[config.mk]
export PLATFORM = sky130hd
export DESIGN_NAME = bsa_fill_ctrl
export DESIGN_NICKNAME = d
export VERILOG_FILES = /design/src/bsa_pkg.sv /design/src/bsa_fill_ctrl.sv
export VERILOG_INCLUDE_DIRS = /design/src /design/src/src
export SDC_FILE = /design/constraint.sdc
export NUM_CORES = 1
export LEC_CHECK = 0
export ABC_AREA = 1
export BUFFER_PORTS_ARGS = -buffer_cell sky130_fd_sc_hd__buf_2
export CAP_MARGIN = 25
export CELL_PAD_IN_SITES_DETAIL_PLACEMENT = 1
export CELL_PAD_IN_SITES_GLOBAL_PLACEMENT = 1
export CORE_AREA = 2 2 179 198
export CTS_CLUSTER_SIZE = 12
export DETAILED_ROUTE_END_ITERATION = 6
export DIE_AREA = 0 0 181 200
export PLACE_DENSITY = 0.88
export SYNTH_ARGS = -nofsm -noshare
export SYNTH_HDL_FRONTEND = slang
export SYNTH_SLANG_ARGS = --single-unit
[constraint.sdc]
create_clock -name clk -period 7.6 [get_ports clk]
set_input_delay 1.14 -clock clk [delete_from_list [all_inputs] [get_ports clk]]
set_output_delay 1.14 -clock clk [all_outputs]
set_load 0.1 [all_outputs]
[src/blocked_slot_allocator_defines.svh]
// Assertion macros shared by the slot allocator RTL.
`ifndef BLOCKED_SLOT_ALLOCATOR_DEFINES_SVH
`define BLOCKED_SLOT_ALLOCATOR_DEFINES_SVH

// Same-cycle implication.
`define BSA_ASSERT_NOW(label, clk, rst, ante, cons, msg) \
  label: assert property (@(posedge clk) disable iff (rst) (ante) |-> (cons)) \
    else $error(msg);

// Next-cycle implication.
`define BSA_ASSERT_NEXT(label, clk, rst, ante, cons, msg) \
  label: assert property (@(posedge clk) disable iff (rst) (ante) |=> (cons)) \
    else $error(msg);

// Condition that must never hold.
`define BSA_NEVER(label, clk, rst, expr, msg) \
  label: assert property (@(posedge clk) disable iff (rst) !(expr)) \
    else $error(msg);

`endif

[src/bsa_pkg.sv]
// Package: types and constants of the blocked slot allocator.
`default_nettype none

package bsa_pkg;

  localparam int MAX_BLOCKS = 16;
  localparam int SLOTS      = 64;

  localparam int BLK_W   = 4;
  localparam int SLOT_W  = 6;
  localparam int FILL_W  = 7;
  localparam int BC_W    = 5;
  localparam int CNT_W   = 11;
  localparam int ADDR_W  = BLK_W + SLOT_W;
  localparam int STACK_DEPTH = MAX_BLOCKS * SLOTS;

  localparam int CFG_IDX_W  = 1;
  localparam int CFG_DATA_W = 7;

  localparam logic [CFG_IDX_W-1:0] CFG_SLOTS_PER_BLOCK = 1'd0;
  localparam logic [CFG_IDX_W-1:0] CFG_BLOCK_COUNT     = 1'd1;

  typedef enum logic [1:0] {
    MODE_ALLOC = 2'd0,
    MODE_FREE  = 2'd1,
    MODE_CLEAR = 2'd2,
    MODE_NOP   = 2'd3
  } mode_e;

  typedef enum logic [1:0] {
    ERR_NONE     = 2'd0,
    ERR_FULL     = 2'd1,
    ERR_BAD_FREE = 2'd2
  } err_e;

  typedef struct packed {
    logic [1:0]        mode;
    logic [BLK_W-1:0]  freed_block;
    logic [SLOT_W-1:0] freed_slot;
  } in_t;

  typedef struct packed {
    logic              ok;
    logic [1:0]        error_code;
    logic [BLK_W-1:0]  given_block;
    logic [SLOT_W-1:0] given_slot;
    logic [CNT_W-1:0]  in_use_count;
  } out_t;

  // Stack memory access for one operation.
  typedef struct packed {
    logic              rd_en;
    logic              wr_en;
    logic [ADDR_W-1:0] addr;
    logic [SLOT_W-1:0] wdata;
  } mem_req_t;

  // Result of one operation, before the popped slot is known.
  typedef struct packed {
    logic              ok;
    err_e              error_code;
    logic [BLK_W-1:0]  given_block;
    logic [SLOT_W-1:0] slot_pos;
    logic              use_ident;
    logic              give_slot;
    logic [CNT_W-1:0]  in_use_count;
  } res_t;

endpackage

`default_nettype wire

[src/bsa_fill_ctrl.sv]
// Fill counts, high-water marks, block search and per-operation decisions.
`default_nettype none
`include "blocked_slot_allocator_defines.svh"

module bsa_fill_ctrl import bsa_pkg::*; (
  input  logic              clk,
  input  logic              rst,
  input  logic              go,
  input  in_t               op,
  input  logic [FILL_W-1:0] spb_eff,
  input  logic [BC_W-1:0]   bc_eff,
  output mem_req_t          mem_req,
  output res_t              res
);

  logic [FILL_W-1:0] fill [MAX_BLOCKS];
  // Highest fill seen since clear; stack entries at or above it still hold identity.
  logic [FILL_W-1:0] hwm  [MAX_BLOCKS];
  logic [CNT_W-1:0]  total;

  logic [MAX_BLOCKS-1:0] nonfull;
  logic                  found;
  logic [BLK_W-1:0]      hit_blk;
  logic [FILL_W-1:0]     alloc_pos;
  logic [FILL_W-1:0]     free_fill;
  logic [FILL_W-1:0]     free_pos;
  logic                  free_bad;

  logic              upd;
  logic [BLK_W-1:0]  upd_blk;
  logic [FILL_W-1:0] upd_fill;
  logic              hwm_raise;
  logic              clr;
  logic [CNT_W-1:0]  total_next;
  mem_req_t          req;

  always_comb begin
    for (int b = 0; b < MAX_BLOCKS; b++) begin
      nonfull[b] = (BC_W'(b) < bc_eff) && (fill[b] < spb_eff);
    end
    found   = |nonfull;
    hit_blk = '0;
    for (int b = MAX_BLOCKS - 1; b >= 0; b--) begin
      if (nonfull[b]) begin
        hit_blk = BLK_W'(b);
      end
    end
  end

  assign alloc_pos = fill[hit_blk];
  assign free_fill = fill[op.freed_block];
  assign free_pos  = free_fill - 1'b1;
  assign free_bad  = ({1'b0, op.freed_block} >= bc_eff)
                  || ({1'b0, op.freed_slot} >= spb_eff)
                  || (free_fill == '0);

  always_comb begin
    res             = '0;
    res.error_code  = ERR_NONE;
    req             = '0;
    upd             = 1'b0;
    upd_blk         = '0;
    upd_fill        = '0;
    hwm_raise       = 1'b0;
    clr             = 1'b0;
    total_next      = total;
    unique case (mode_e'(op.mode))
      MODE_ALLOC: begin
        if (found) begin
          res.ok          = 1'b1;
          res.given_block = hit_blk;
          res.slot_pos    = alloc_pos[SLOT_W-1:0];
          res.use_ident   = alloc_pos >= hwm[hit_blk];
          res.give_slot   = 1'b1;
          req.rd_en       = 1'b1;
          req.addr        = {hit_blk, alloc_pos[SLOT_W-1:0]};
          upd             = 1'b1;
          upd_blk         = hit_blk;
          upd_fill        = alloc_pos + 1'b1;
          hwm_raise       = res.use_ident;
          total_next      = total + 1'b1;
        end else begin
          res.error_code = ERR_FULL;
        end
      end
      MODE_FREE: begin
        if (free_bad) begin
          res.error_code = ERR_BAD_FREE;
        end else begin
          res.ok     = 1'b1;
          req.wr_en  = 1'b1;
          req.addr   = {op.freed_block, free_pos[SLOT_W-1:0]};
          req.wdata  = op.freed_slot;
          upd        = 1'b1;
          upd_blk    = op.freed_block;
          upd_fill   = free_pos;
          total_next = (total != '0) ? total - 1'b1 : total;
        end
      end
      MODE_CLEAR: begin
        res.ok     = 1'b1;
        clr        = 1'b1;
        total_next = '0;
      end
      MODE_NOP: begin
      end
      default: begin
      end
    endcase
    res.in_use_count = total_next;
    mem_req          = req;
    mem_req.rd_en    = req.rd_en & go;
    mem_req.wr_en    = req.wr_en & go;
  end

  always_ff @(posedge clk) begin
    if (rst || (go && clr)) begin
      for (int b = 0; b < MAX_BLOCKS; b++) begin
        fill[b] <= '0;
        hwm[b]  <= '0;
      end
      total <= '0;
    end else if (go) begin
      if (upd) begin
        fill[upd_blk] <= upd_fill;
      end
      if (hwm_raise) begin
        hwm[upd_blk] <= upd_fill;
      end
      total <= total_next;
    end
  end

  `BSA_NEVER(a_rd_wr_excl, clk, rst, mem_req.rd_en && mem_req.wr_en, "stack read and write together")
  `BSA_ASSERT_NEXT(a_alloc_count, clk, rst, go && mem_req.rd_en, total == $past(total) + 1'b1, "allocate did not bump count")
  `BSA_ASSERT_NOW(a_ident_at_mark, clk, rst, mem_req.rd_en && res.use_ident, fill[hit_blk] == hwm[hit_blk], "fill passed its high-water mark")

endmodule

`default_nettype wire

# Yosys cells after proc, flatten, opt, wreduce, memory -nomap -nowiden
# Memories as Yosys holds them, arrays and structs flattened.
# Cells that the tools add are included.
# totals
wordCells	132
n_memories	2
ff_bits	11
output_inout_bits	44
ram_bits	224
inputBits	27
# op_classes
n_eq_ne	2
mux	60
magnitude_cmp	35
n_addsub	4
n_reduce_logical	26
n_bitwise	2
# memory_table
memory	depth	width	rd	rd_clocked_by_memory_dff	wr	line	text
fill	16	7	18	0	16	bsa_fill_ctrl.sv:16	logic [FILL_W-1:0] fill [MAX_BLOCKS];
hwm	16	7	1	0	16	bsa_fill_ctrl.sv:18	logic [FILL_W-1:0] hwm [MAX_BLOCKS];
# ops
cell	n
7-bit < comparator	16
4-bit 2-to-1 mux	20
4-bit by 5-bit < comparator with 1-bit output (first input constant)	8
11-bit 2-to-1 mux	3
11-bit one-hot mux with 3 select lines	1
7-bit 2-to-1 mux	4
12-bit 2-to-1 mux	2
3-bit by 5-bit < comparator with 1-bit output (first input constant)	4
1-bit 2-to-1 mux	20
10-bit one-hot mux with 2 select lines	1
1-bit logical AND	17
17-bit 2-to-1 mux	1
16-bit OR reduction	1
7-bit one-hot mux with 2 select lines	1
7-bit OR reduction	2
11-bit by 1-bit adder with 11-bit output (second input constant)	1
11-bit nonzero test	1
11-bit by 1-bit subtractor with 11-bit output (second input constant)	1
1-bit by 5-bit < comparator with 1-bit output (first input constant)	2
2-bit by 5-bit < comparator with 1-bit output (first input constant)	2
10-bit 2-to-1 mux	1
4-bit one-hot mux with 2 select lines	1
7-bit by 1-bit adder with 7-bit output (second input constant)	1
6-bit by 7-bit greater-or-equal comparator with 1-bit output	1
14 further kinds	17

# Depth between registers and ports, before layout
# Gate-level depths: netlist of run 1.
# An unclocked memory read counts as a cell.
# depth
depth_word	29
ltp_mapped	49
ltp_nobuf	45

# Worst setup path before layout of run 1
# OpenSTA, ideal clock, no wires.
# synth_path
path_type	input to output
start	input port spb_eff[2]
end	output port mem_req[11] in the netlist's numbering
n_path_buf	1
arrival_time_ns	6.287
path_slack_ns	0.173
cell_stages	17
required_ns	6.460
cell_sequence	inv_1 > ha_1 > a21oi_1 > o21ai_1 > nand2_1 > a21boi_1 > o21a_1 > o21ai_0 > o311ai_1 > nand2_1 > nor2_1 > nand2_1 > nor2_1 > nor2_2 > inv_2 > clkbuf_1 > o21ai_0
# synth_lines
item	line	text
from (decl)	bsa_fill_ctrl.sv:10	input logic [FILL_W-1:0] spb_eff,
to (decl)	bsa_fill_ctrl.sv:12	output mem_req_t mem_req,

==> flow_summary_export.csv, run 1 <==
group,metric,value,unit
status,outcome,"complete, but fails checks",
status,violations,"DRC",
placement,place_area,0.01690,sq mm
cts,htree_levels,1,
logic_synthesis,synth_top_cell_area_share,41.56,%
final_layout,final_cell_area,0.01771,sq mm
worst_setup_path,cp.depth,32,
detailed_routing,route.detailed.drc,4,
logic_synthesis,synth.distinct_cells,59,
worst_setup_path,crit_type,"input pin to output pin",
timing,drv_slew,0,
floorplan,die_w,181,um
global_route,grt-ovfl-total,0,
floorplan,dieArea,0.03620,sq mm
worst_setup_path,endpoint_kind,"output pin",
final_layout,num_antenna_cells,0,
pwr,p_seq_share,42.7,%
worst_setup_path,slowest_stage,"ha_1",
detailed_routing,vias,15245,
timing,relSlewSlack,28.62,%
placement,dpl.hpwl,44200,um
logic_synthesis,syn_avg_cell_area,8.225,sq um
pwr,p_int,2.356,mW
pwr,p_leak,7.708,nW
worst_setup_path,rr_worst_depth,38,
global_route,grt_pass1_vias,15529,
worst_setup_path,cp-start-kind,"input pin",
floorplan,die_h,200,um
logic_synthesis,ys_warn_count,0,
worst_setup_path,max_stage_delay,0.30,ns
logic_synthesis,synth-seq-area-share,42.92,%
final_layout,syn2layout_area_growth,9.438,%
detailed_routing,wl,59940,um
floorplan,core_area,0.03411,sq mm
pwr,clock_power_share,31.1,%
global_route,gr-usage-all-layers,32.82,%
timing,fin_crit_sh,96.06,%
pwr,vdd_drop_max,0.1766,mV
logic_synthesis,yosys.area.top_type,"edfxtp_1",
logic_synthesis,yosys_register_bits,235,
worst_setup_path,crit_required,6.46,ns
flow_run,cap_violations,0,
global_route,grt_pass1_wl,90950,um
logic_synthesis,synth_fp_nets,2113,
logic_synthesis,synth_cells,1968,
worst_setup_path,crit_arrival,6.16,ns
pwr,p_comb_share,26.3,%
timing,skew,0.009610,ns
timing,hold_viol_final,0,
worst_setup_path,rr_endpoint,"hwm[11][2]$_SDFFCE_PN0P_",
logic_synthesis,synth_common_cells,"nand2_1, nor2_1, edfxtp_1",
pwr,power_switching,1.252,mW
detailed_routing,drtAntennaViolNets,0,
logic_synthesis,synthTopCellsByArea,"edfxtp_1, nand2_1, ha_1, nor2_1, nand3_1",
detailed_routing,via_per_inst,6.185,
worst_setup_path,cp-endpoint,"res[12]",
logic_synthesis,synth.most_common_cell,"nand2_1",
timing,min_period,7.300,ns
worst_setup_path,crit_family,"compound AO/OA/AOI/OAI gates",
worst_hold_path,hold_path_class,"flop to flop",
global_route,antenna_found_initial,0,
cts,postCtsHoldBufs,0,
placement,place.gp.congestion,0.9809,
cts,clockBufferDepth,3,
cts,clock_sinks,235,
final_layout,final_core_util,51.93,%
final_layout,nets,2158,
floorplan,start_util,47.45,%
worst_setup_path,crit_path_max_fanout,55,
worst_setup_path,rrSetupSlack,1.44,ns
placement,port-buffer-count,70,
cts,root_buffer,"clkbuf_16",
logic_synthesis,synth_edf_count,224,
logic_synthesis,syn_area,0.01619,sq mm
timing,tightestPinTransition,1.070,ns
cts,cts_tree,"built",
detailed_routing,wl_per_cell,24.31,um
final_layout,drive_gt1_share,12.23,%
worst_setup_path,timing.rr.start,"fill[13][6]$_SDFFCE_PN0P_",
cts,cts_inserted_buffers,25,
pwr,switching_share,34.70,%
worst_setup_path,cp-startpoint,"spb_eff[2]",
worst_setup_path,crit_buf_inv,6,
logic_synthesis,async_flop_share,0,%
logic_synthesis,ys.flop_type,"edfxtp_1",
cts,clock_latency,0.53,ns
timing,fmaxAchievable,137.0,MHz
floorplan,num_rows,71,
timing,setup_viol,0,
worst_setup_path,cpMostUsedCell,"nand2_1",
pwr,p_per_area,203.7,mW/mm^2
floorplan,io_pins,71,
global_route,grt_max_degree,56,
cts,clk_pin_slew,0.06,ns
detailed_routing,initialDrtViolationCount,1487,
detailed_routing,drt-pass1-iter-count,7,
[final cells by class]
class | instances | area [sq um]
inverters | 227 | 874.6
clock buffers | 33 | 655.6
flip-flops and latches | 235 | 6947
fillers | 4202 | 16400
well taps | 438 | 548.0
clock inverters | 8 | 60.06
repair buffers | 118 | 820.8
multi-input cells | 1405 | 7801
repair inverters | 1 | 7.507
[per-stage QoR]
step / hold WS (ns) / total power, mW / std cells / setup WS, ns / TNS, ns
after detailed placement: 0.6472 / 2.473 / 2417 / 0.2481 / 0
after CTS: 0.6731 / 3.586 / 2458 / 0.3004 / 0
after global placement: 0.6094 / 2.437 / 2417 / 0.3934 / 0
after global routing: 0.7367 / 3.731 / 2465 / -0.02177 / -0.02177
final: 0.6792 / 3.608 / 2465 / 0.2997 / 0
after floorplan: 0.5587 / 2.184 / 1968 / 0.1727 / 0
[worst min-delay path by stage]
stage	start	end	slack (ns)	depth (start not counted)
final	total[10]$_SDFFE_PP0P_	total[10]$_SDFFE_PP0P_	0.68	4
after global routing	total[10]$_SDFFE_PP0P_	total[10]$_SDFFE_PP0P_	0.74	4
after CTS	total[10]$_SDFFE_PP0P_	total[10]$_SDFFE_PP0P_	0.67	4
after detailed placement	total[10]$_SDFFE_PP0P_	total[10]$_SDFFE_PP0P_	0.65	4
after global placement	total[10]$_SDFFE_PP0P_	total[10]$_SDFFE_PP0P_	0.61	4
after floorplan	total[10]$_SDFFE_PP0P_	total[10]$_SDFFE_PP0P_	0.56	4
[worst reg2reg max path, delay by kind of cell (launching register included)]
| kind | cells | cell delay, ns |
|---|---|---|
| AOI/OAI and AO/OA | 10 | 1.66 |
| DFF | 1 | 0.42 |
| buffers and inverters | 4 | 1.11 |
| adders and majority gates | 2 | 0.62 |
| and+or+nand+nor | 22 | 2.06 |
[power by group through the flow]
stage	clock [mW]	combinational, mW	sequential (mW)
finish	1.12	0.947	1.54
floorplan	0	0.656	1.53
CTS	1.13	0.919	1.54
detailed placement	0	0.911	1.56
global route	1.18	1.01	1.54
global placement	0	0.878	1.56
[cell usage in the layout, fill, tap and decap left out, types with 31 or more instances in the layout]
master    instances
edfxtp_1        224
nand3_1         168
buf_2            69
nand2_1         414
a21oi_2          31
nor2_1          256
buf_4            40
o211ai_1         35
o21ai_0          82
inv_1           192
a21oi_1         119
ha_1            118
[cells by family after synthesis]
| logic type | Yosys count | share of synthesized area (%) |
|---|---|---|
| AOI/OAI and AO/OA | 370 | 14.70 |
| and+or+nand+nor | 901 | 23.40 |
| DFF | 235 | 42.92 |
| adders and majority gates | 118 | 9.121 |
| buffers and inverters | 328 | 8.951 |
| muxes | 6 | 0.3710 |
| xor gates and xnor gates | 10 | 0.5411 |
[metal layers]
layer | wire length [um] | track usage [%]
met4 | 3111 | 16.59
met5 | 0 | 0
met3 | 5194 | 5.225
met2 | 28180 | 55.27
met1 | 23450 | 41.33
[sequential cells by signal, indices dropped and copies added (netlist names)]
name and cells:
fill 112, total 11, hwm 112
[what timing repair did]
item,in CTS,in global routing
endpoints found under the hold margin,0,0
resized for setup,0,5
endpoints found under the setup margin,0,1
buffers inserted,0,4
No activity file was read; power rests on OpenSTA's default activity.
==> run 2, diff against run 1 <==
- clock period: 7.6 -> 8.1 ns (I/O delays scaled with it)
==> flow_summary_export.csv, run 2 (synthesis results as in run 1) <==
group,metric,value,unit
final_layout,drive_gt1_share,11.48,%
pwr,p_leak,7.634,nW
final_layout,final_cell_mix,"nand2_1, nor2_1, edfxtp_1, inv_1, nand3_1",
global_route,use_met2,56.67,%
final_layout,top_regs,"fill x112, hwm x112, total x11",
timing,rsz0062_at_grt,"false",
floorplan,core_area,0.03411,sq mm
final_layout,num_antenna_cells,0,
worst_setup_path,rrSetupSlack,1.78,ns
timing,fmaxAchievable,131.4,MHz
cts,htree_levels,1,
final_layout,multi_input_area,0.007801,sq mm
timing,fin_crit_sh,93.99,%
floorplan,num_rows,71,
final_layout,layout_commonest_cell,"nand2_1",
timing,skew,0.01608,ns
timing,finalWorstSetupSlack,0.4871,ns
pwr,p_per_area,192.9,mW/mm^2
global_route,grt-ovfl-total,0,
pwr,vdd_drop_max,0.1680,mV
detailed_routing,wl,59860,um
worst_setup_path,crit_required,6.88,ns
timing,relSlewSlack,26.52,%
floorplan,io_pins,71,
global_route,antenna_found_initial,0,
worst_setup_path,cpMostUsedCell,"nand2_1",
worst_hold_path,min_path_cells,4,
final_layout,instances_no_fill,2450,
status,outcome,"completed",
detailed_routing,drt-pass1-iter-count,5,
placement,dpl.hpwl,44090,um
timing,hold_viol_final,0,
detailed_routing,via_per_inst,6.149,
worst_setup_path,crit_path_max_fanout,50,
worst_setup_path,crit_arrival,6.40,ns
worst_setup_path,rr_endpoint,"hwm[1][6]$_SDFFCE_PN0P_",
final_layout,nets,2142,
final_layout,final_core_util,51.47,%
placement,placedCellCount,2407,
global_route,grt.busiest_layer,"met2",
worst_setup_path,timing.rr.start,"fill[15][5]$_SDFFCE_PN0P_",
floorplan,start_util,47.45,%
worst_setup_path,crit_type,"input pin to output pin",
worst_setup_path,endpoint_kind,"output pin",
cts,cts_tree,"built",
detailed_routing,wl_per_cell,24.43,um
worst_hold_path,hold_end,"total[10]$_SDFFE_PP0P_",
timing,tightestPinTransition,1.098,ns
placement,port-buffer-count,70,
detailed_routing,initialDrtViolationCount,1550,
cts,clock_latency,0.55,ns
cts,clockBufferDepth,3,
placement,place.gp.congestion,0.9574,
final_layout,nFillCells,4181,
final_layout,layout.area.seq,0.006947,sq mm
cts,clk_pin_slew,0.06,ns
cts,postCtsHoldBufs,0,
global_route,globalRouteMet3Util,5.207,%
worst_setup_path,slowest_stage,"inv_1",
cts,postCtsSetupRepairBufs,0,
global_route,gr-usage-all-layers,33.16,%
placement,pre_cts_ws,0.5455,ns
floorplan,die_h,200,um
worst_hold_path,hold_path_class,"flop to flop",
timing,setup_viol,0,
global_route,grt_pass1_wl,91070,um
detailed_routing,drtAntennaViolNets,0,
final_layout,syn2layout_area_growth,8.472,%
cts,clock_sinks,235,
timing,final.setup.tns,0,ns
global_route,grt_max_degree,53,
detailed_routing,vias,15064,
detailed_routing,route.detailed.drc,0,
floorplan,dieArea,0.03620,sq mm
worst_setup_path,rr_worst_depth,41,
global_route,grt_util_met1,40.35,%
cts,root_buffer,"clkbuf_16",
cts,cts_resized,0,
worst_setup_path,max_stage_delay,0.37,ns
worst_setup_path,cp-start-kind,"input pin",
worst_setup_path,crit_family,"compound AO/OA/AOI/OAI gates",
timing,drv_slew,0,
global_route,grt_pass1_vias,15773,
timing,min_period,7.613,ns
worst_setup_path,cp-startpoint,"spb_eff[2]",
worst_setup_path,crit_buf_inv,8,
floorplan,die_w,181,um
cts,cts_inserted_buffers,25,
worst_hold_path,hp-start,"total[10]$_SDFFE_PP0P_",
flow_run,cap_violations,0,
## run 2: tightest hold or removal path: stages (launching register included)
cell     delay [ns]
dfxtp_1        0.34
inv_1          0.10
a21oi_1        0.07
o21ai_0        0.07
inv_1          0.04
## run 2: area by class of cell
class	instances	share of cell area [%]
clock buffer	35	3.777
tap	438	3.121
multi-input combinational	1405	44.43
sequential	235	39.56
inverter	227	4.924
timing repair buffer	103	3.834
clock inverter	7	0.3492
## run 2: metal layers
| layer | wire length, um | up-vias |
|---|---|---|
| met5 | 0 | - |
| met4 | 3495 | 0 |
| met3 | 4558 | 197 |
| met2 | 28500 | 718 |
| met1 | 23310 | 7370 |
| li1 | - | 6779 |
## run 2: worst max-delay path by stage
stage	cells past startpoint	to	slack, ns
2_1_floorplan	17	mem_req[11]	0.52
3_3_place_gp	38	res[12]	0.74
3_5_place_dp	33	res[12]	0.55
4_1_cts	33	res[12]	0.52
5_1_grt	35	res[12]	0.12
6_report	35	res[12]	0.49
## run 2: stage by stage
stage          instance area (sq um)  hold WS (ns)  power (mW)
6_report                       17560        0.6666       3.388
4_1_cts                        17540        0.6541       3.376
5_1_grt                        17560        0.7136       3.502
3_5_place_dp                   16810        0.6404       2.309
3_3_place_gp                   16810        0.6128       2.276
2_1_floorplan                  16190        0.5587       2.049
## run 2: power breakdown
part / total [mW] / internal, mW / switching [mW]
sequential: 1.44 / 1.39 / 0.0564
combinational: 0.866 / 0.218 / 0.648
clock: 1.08 / 0.598 / 0.478
